$ cat src/eac_pkg.sv
`timescale 1ns / 1ps
`default_nettype none

package eac_pkg;

  // Block sizes
  localparam int MAX_LAG      = 288;
  localparam int SAMPLE_BITS  = 12;
  localparam int LAG_W        = 9;
  localparam int ENV_W        = 12;
  localparam int WIN_W        = 19;
  localparam int M_W          = 18;
  localparam int PROD_W       = 41;
  localparam int SUM_W        = 30;
  localparam int OUT_W        = 60;
  localparam int SQ_W         = 25;
  localparam int SQRT_STEPS   = 12;
  localparam int STEP_W       = 4;
  localparam int PLO_W        = 21;
  localparam int PHI_W        = PROD_W - PLO_W;

  localparam logic [LAG_W-1:0] LAG_TOP   = LAG_W'(MAX_LAG);
  localparam logic [LAG_W-1:0] HIST_LAST = LAG_W'(MAX_LAG - 1);
  localparam logic [WIN_W-1:0] WIN_MIN   = WIN_W'(MAX_LAG + 1);
  localparam logic [WIN_W-1:0] WIN_MAX   = WIN_W'(262144);
  localparam logic [WIN_W-1:0] WIN_RESET = WIN_W'(65536);

  // Action codes
  localparam logic [1:0] ACT_SAMPLE  = 2'd0;
  localparam logic [1:0] ACT_READ    = 2'd1;
  localparam logic [1:0] ACT_RESTART = 2'd2;

  typedef enum logic [2:0] {
    ST_CLEAR,
    ST_IDLE,
    ST_SQRT,
    ST_LAG,
    ST_DRAIN,
    ST_RD_ADDR,
    ST_RD_MUL,
    ST_RD_OUT
  } state_t;

  // Controller to datapath
  typedef struct packed {
    logic accept;
    logic sqrt_start;
    logic lag_run;
    logic finish;
    logic clr_run;
    logic rd_mul;
    logic rd_load;
  } cmd_t;

  // Datapath to controller
  typedef struct packed {
    logic [1:0] action;
    logic       sample_ok;
    logic       sqrt_done;
    logic       lag_last;
    logic       clr_last;
    logic       out_free;
  } stat_t;

endpackage

`default_nettype wire

$ cat src/eac_ctrl.sv
`timescale 1ns / 1ps
`default_nettype none

module eac_ctrl (
  input  wire logic           clk,
  input  wire logic           rst_n,
  input  wire logic           in_valid,
  output logic                in_stall,
  input  wire eac_pkg::stat_t stat,
  output eac_pkg::cmd_t       cmd
);
  import eac_pkg::*;

  state_t state_r, state_nxt;
  logic   take;

  assign take = (state_r == ST_IDLE) && in_valid;

  // Next state
  always_comb begin
    state_nxt = state_r;
    unique case (state_r)
      ST_CLEAR:   if (stat.clr_last) state_nxt = ST_IDLE;
      ST_IDLE: begin
        if (take) begin
          priority if (stat.action == ACT_SAMPLE && stat.sample_ok) state_nxt = ST_SQRT;
          else if (stat.action == ACT_READ)    state_nxt = ST_RD_ADDR;
          else if (stat.action == ACT_RESTART) state_nxt = ST_CLEAR;
          else                                 state_nxt = ST_IDLE;
        end
      end
      ST_SQRT:    if (stat.sqrt_done) state_nxt = ST_LAG;
      ST_LAG:     if (stat.lag_last) state_nxt = ST_DRAIN;
      ST_DRAIN:   state_nxt = ST_IDLE;
      ST_RD_ADDR: state_nxt = ST_RD_MUL;
      ST_RD_MUL:  state_nxt = ST_RD_OUT;
      ST_RD_OUT:  if (stat.out_free) state_nxt = ST_IDLE;
      default:    state_nxt = ST_IDLE;
    endcase
  end

  // Commands
  always_comb begin
    cmd            = '0;
    in_stall       = (state_r != ST_IDLE);
    cmd.accept     = take;
    cmd.sqrt_start = take && (stat.action == ACT_SAMPLE) && stat.sample_ok;
    cmd.lag_run    = (state_r == ST_LAG);
    cmd.finish     = (state_r == ST_DRAIN);
    cmd.clr_run    = (state_r == ST_CLEAR);
    cmd.rd_mul     = (state_r == ST_RD_MUL);
    cmd.rd_load    = (state_r == ST_RD_OUT) && stat.out_free;
  end

  always_ff @(posedge clk) begin
    if (!rst_n) begin
      state_r <= ST_CLEAR;
    end else begin
      state_r <= state_nxt;
    end
  end

endmodule

`default_nettype wire

$ cat config.mk
export PLATFORM = sky130hd
export DESIGN_NAME = eac_ctrl
export DESIGN_NICKNAME = d
export VERILOG_FILES = /design/src/eac_pkg.sv /design/src/eac_ctrl.sv
export SDC_FILE = /design/constraint.sdc
export NUM_CORES = 1
export LEC_CHECK = 0
export ABC_AREA = 1
export BUFFER_PORTS_ARGS = -buffer_cell sky130_fd_sc_hd__buf_2
export CORE_AREA = 4 4 41 43
export CTS_CLUSTER_SIZE = 14
export DETAILED_ROUTE_END_ITERATION = 6
export DIE_AREA = 0 0 45 47
export HOLD_SLACK_MARGIN = 0.02
export PLACE_DENSITY = 0.53
export SYNTH_ARGS = -nofsm -noshare
export SYNTH_HDL_FRONTEND = slang
export SYNTH_SLANG_ARGS = --single-unit
$ cat constraint.sdc
create_clock -name clk -period 2.88 [get_ports clk]
set_input_delay 0 -clock clk [delete_from_list [all_inputs] [get_ports clk]]
set_output_delay 0 -clock clk [all_outputs]
set_load 0.01 [all_outputs]
Yosys cells after proc, flatten, opt, wreduce, memory -nomap -nowiden
Cells that the tools add are included.
{"block": "totals", "reg_bits": 3, "input_bits": 10, "output_inout_bits": 8, "word_cells": 33}
{"block": "op_classes", "eq_ne": 15, "mux": 9, "n_reduce_logical": 8}
{"op": "3-bit case mux with 8 select lines", "count": 1}
{"op": "3-bit two-way mux", "count": 7}
{"op": "3-bit equality test, second input constant", "count": 4}
{"op": "2-bit inequality test, second input constant", "count": 5}
{"op": "3-bit by 2-bit equality test with 1-bit output, second input constant", "count": 2}
{"op": "1-bit logical AND", "count": 5}
{"op": "5-bit AND reduction", "count": 1}
{"op": "3-bit by 1-bit equality test with 1-bit output, second input constant", "count": 1}
{"op": "3-bit zero test", "count": 1}
{"op": "3-bit by 1-bit inequality test with 1-bit output, second input constant", "count": 1}
{"op": "2-bit by 1-bit equality test with 1-bit output, second input constant", "count": 1}
{"op": "2-bit equality test, second input constant", "count": 1}
{"op": "2-bit zero test", "count": 1}
{"op": "1-bit two-way mux", "count": 1}

Longest topological paths before layout
{"block": "logic_depth", "depth_word": 6, "depth_mapped": 9}

Worst setup path after synthesis
No wires, ideal clock.
{"block": "synth_timing", "kind": "reg-to-reg", "startpoint": "reg state_r[2]", "endpoint": "reg state_r[1]", "arrival_time_ns": 1.009, "required_ns": 2.766, "slack_ns": 1.757, "path_stages_with_launch": 10, "path_buffers": 1, "path_cell_list": "dfxtp_1 -> buf_6 -> nor2_2 -> nand3b_2 -> nand2_1 -> inv_1 -> nand2_2 -> nand2_1 -> nand2_1 -> nor2_2"}
{"block": "synth_via", "elab_chain_cells": 4, "elab_cells_between_ends": 16}
{"item": "start: declaration", "line": "eac_ctrl.sv:14", "source": "state_t state_r, state_nxt;"}
{"item": "start signal: assignment", "line": "eac_ctrl.sv:59", "source": "state_r <= state_nxt;"}
{"item": "3-bit by 1-bit equality test with 1-bit output", "line": "eac_ctrl.sv:17, eac_ctrl.sv:22"}
{"item": "1-bit logical AND", "line": "eac_ctrl.sv:17", "source": "assign take = (state_r == ST_IDLE) && in_valid;"}
{"item": "2-bit inequality test (no line)"}
{"item": "5-bit AND reduction (no line)"}
Parallel ways exist; a longest one is shown, timed or not.
A chain may end at the register's enable or synchronous reset.

==> reports/qor.csv <==
stage,metric,value,unit
run_status,status,finished clean,
synth,Synth Register Bits,3,
final_layout,max reg flops,3,
final_layout,Synth-to-Final Area Change,30.47,%
placement,Place WS,1651,ps
synth,"Seq/Total Area, Yosys",17.20,%
setup_path,required time of the critical path,2880,ps
route,total iterations of the first detailed-routing run,5,
setup_path,Worst Reg-to-Reg Cells,7,
final_layout,diodes inserted,0,
setup_path,CP Class,register to output pin,
route,# DRC,0,
final_layout,layout net count,90,
final_layout,"commonest cells after routing, fill and taps aside","17 x buf_2, 12 x nand2_1, 11 x inv_1",
final_layout,"commonest non-fill, non-tap cell in the layout",buf_2,
global_routing,grt total ovfl,0,
timing,period utilization,46.14,%
timing,fmax,752.5,MHz
clock_network,TritonCTS Buffers,3,
hold_path,Hold Path Class,primary input to register,
synth,post-synth top area cell,dfxtp_1,
setup_path,CP endpoint kind,output pin,
power_and_ir_drop,worst vdd ir,0.0003013,V
final_layout,Biggest register,state_r,
route,DR WL/cell,8.755,µm
setup_path,CP Cell Sequence,"nand2_1, nor2_1, inv_1, nor3_1, buf_2",
placement,routability cong.,0.7817,
clock_network,clk sinks,3,
floorplan,starting density of the core,26.83,%
timing,Slew @ Worst Pin,302.0,ps
placement,Buffers on Ports,17,
setup_path,crit start category,register,
final_layout,biggest regs,state_r x3,
timing,RSZ-0062 raised after global routing,no,
timing,final setup fails,0,
timing,Slew headroom,79.84,%
clock_network,root buf cell,clkbuf_4,
clock_network,CTS Hold Bufs,0,
global_routing,Total GRT Usage,9.464,%
power_and_ir_drop,Leakage,0.2592,nW
hold_path,hold depth,3,
synth,mapped cell area,349.1,µm²
setup_path,Worst path slowest cell,dfxtp_1,
flow_run,max-cap viol count,0,
global_routing,largest net degree at the start of global routing,10,
global_routing,initial antenna violation count,0,
clock_network,Post-CTS Setup Inserts,0,
floorplan,total core area,1301,µm²
synth,top cell type's share of synthesized area,17.20,%
floorplan,std cell rows,13,
synth,Cell variety after synth,20,
timing,Final WS setup,1551,ps
floorplan,Die H,47,µm
synth,yosys warns,0,
placement,HPWL Detailed,719.7,µm
setup_path,CP max FO,8,
clock_network,CTS tree,yes,
setup_path,"Arr. time, crit path",1330,ps
clock_network,clk slew on worst S/H paths,40,ps
synth,Post-Syn Nets,71,
synth,syn_area_per_cell,5.723,µm²
timing,fin crit period,1329,ps
timing,total negative slack,0,ps
clock_network,# H-tree levels,1,
route,1st-iter DRT viols,4,
timing,Max Transition Viols Final,0,
route,vias per cell,4.436,
route,Routed Antenna Nets,0,
setup_path,CP max stage delay,480,ps
clock_network,post-CTS resize count,0,
synth,Mapped Cells,61,
final_layout,ratio of cells with drive above 1 in the final layout,41.77,%
power_and_ir_drop,Cell Pwr Density,952.1,nW/µm²
clock_network,worst-skew pair later-pin latency,240,ps
route,Routed WL,823,µm
floorplan,die area,2115,µm²
floorplan,Horiz. Die Dim,45,µm
synth,synth top area cells,"dfxtp_1 17%, nand2_1 13%, inv_1 12%, nor2_1 8.6%, nor2_2 7.2%",
floorplan,# IOs,18,
route,routed via count,417,
global_routing,vias in the first global route,341,
global_routing,first-pass GRT wire length,1400,µm
timing,clock skew,7.029,ps
timing,final hold vios,0,
clock_network,CTS max path bufs,2,
critical path, delay by kind of cell, from the launching register on:
family / cells / cell delay (ps)
flip-flops: 1 / 480
buffers and inverters: 2 / 230
AND/OR/NAND/NOR: 3 / 380
synth_stat cells, drive strengths merged:
cell and count:
nand2 14, inv 13, nand3b 1, o21ai 1
nand3 3, buf 3, or2 1, a21oi 3
nor3 5, nor2 12, dfxtp 3, nand4 2
where the power goes:
group / switching [mW] / internal, mW
clock: 0.0252 / 0.0521
combinational: 0.157 / 0.0981
sequential: 0.0406 / 0.0603
stage by stage:
step	std cells	cell area [µm²]	utilization [%]	hold WS, ps	total power, mW
detailed placement	90	429.2	32.98	268.9	0.3621
CTS	94	455.4	35.00	20.40	0.4427
floorplan	61	349.1	-	111.5	0.3123
global route	94	455.4	35.00	61.78	0.4852
global placement	90	429.2	32.98	268.8	0.3654
finish	94	455.4	35.00	28.66	0.4336
worst paths after layout:
path / slack [ps] / end / start
max: 1550 / cmd[5] / state_r[0]
min: 30 / state_r[1] / rst_n
max reg2reg: 1650 / state_r[1] / state_r[0]
min reg2reg: 670 / state_r[1] / state_r[1]
cell type report:
cell class,count,area (µm²)
tap,15,18.77
clock buffer,4,26.28
sequential,3,60.06
inverter,13,48.80
fill,160,845.8
multi-input combinational,42,216.5
timing repair buffer,17,85.08
cell families after synthesis:
family / share of synthesized area [%]
AND/OR/NAND/NOR: 55.20
AO/OA/AOI/OAI: 6.809
flip-flops: 17.20
buffers and inverters: 20.79
metal layers:
metal / track usage (%) / routed length, µm / share of wire, % / vias up
met5: 0 / 0 / 0 / -
met2: 14.12 / 366 / 44 / 16
met1: 11.54 / 364 / 44 / 177
met3: 2.682 / 70 / 8.5 / 2
li1: - / - / - / 222
met4: 7.018 / 21 / 2.6 / 0
No activity file was read; power rests on OpenSTA's default activity.
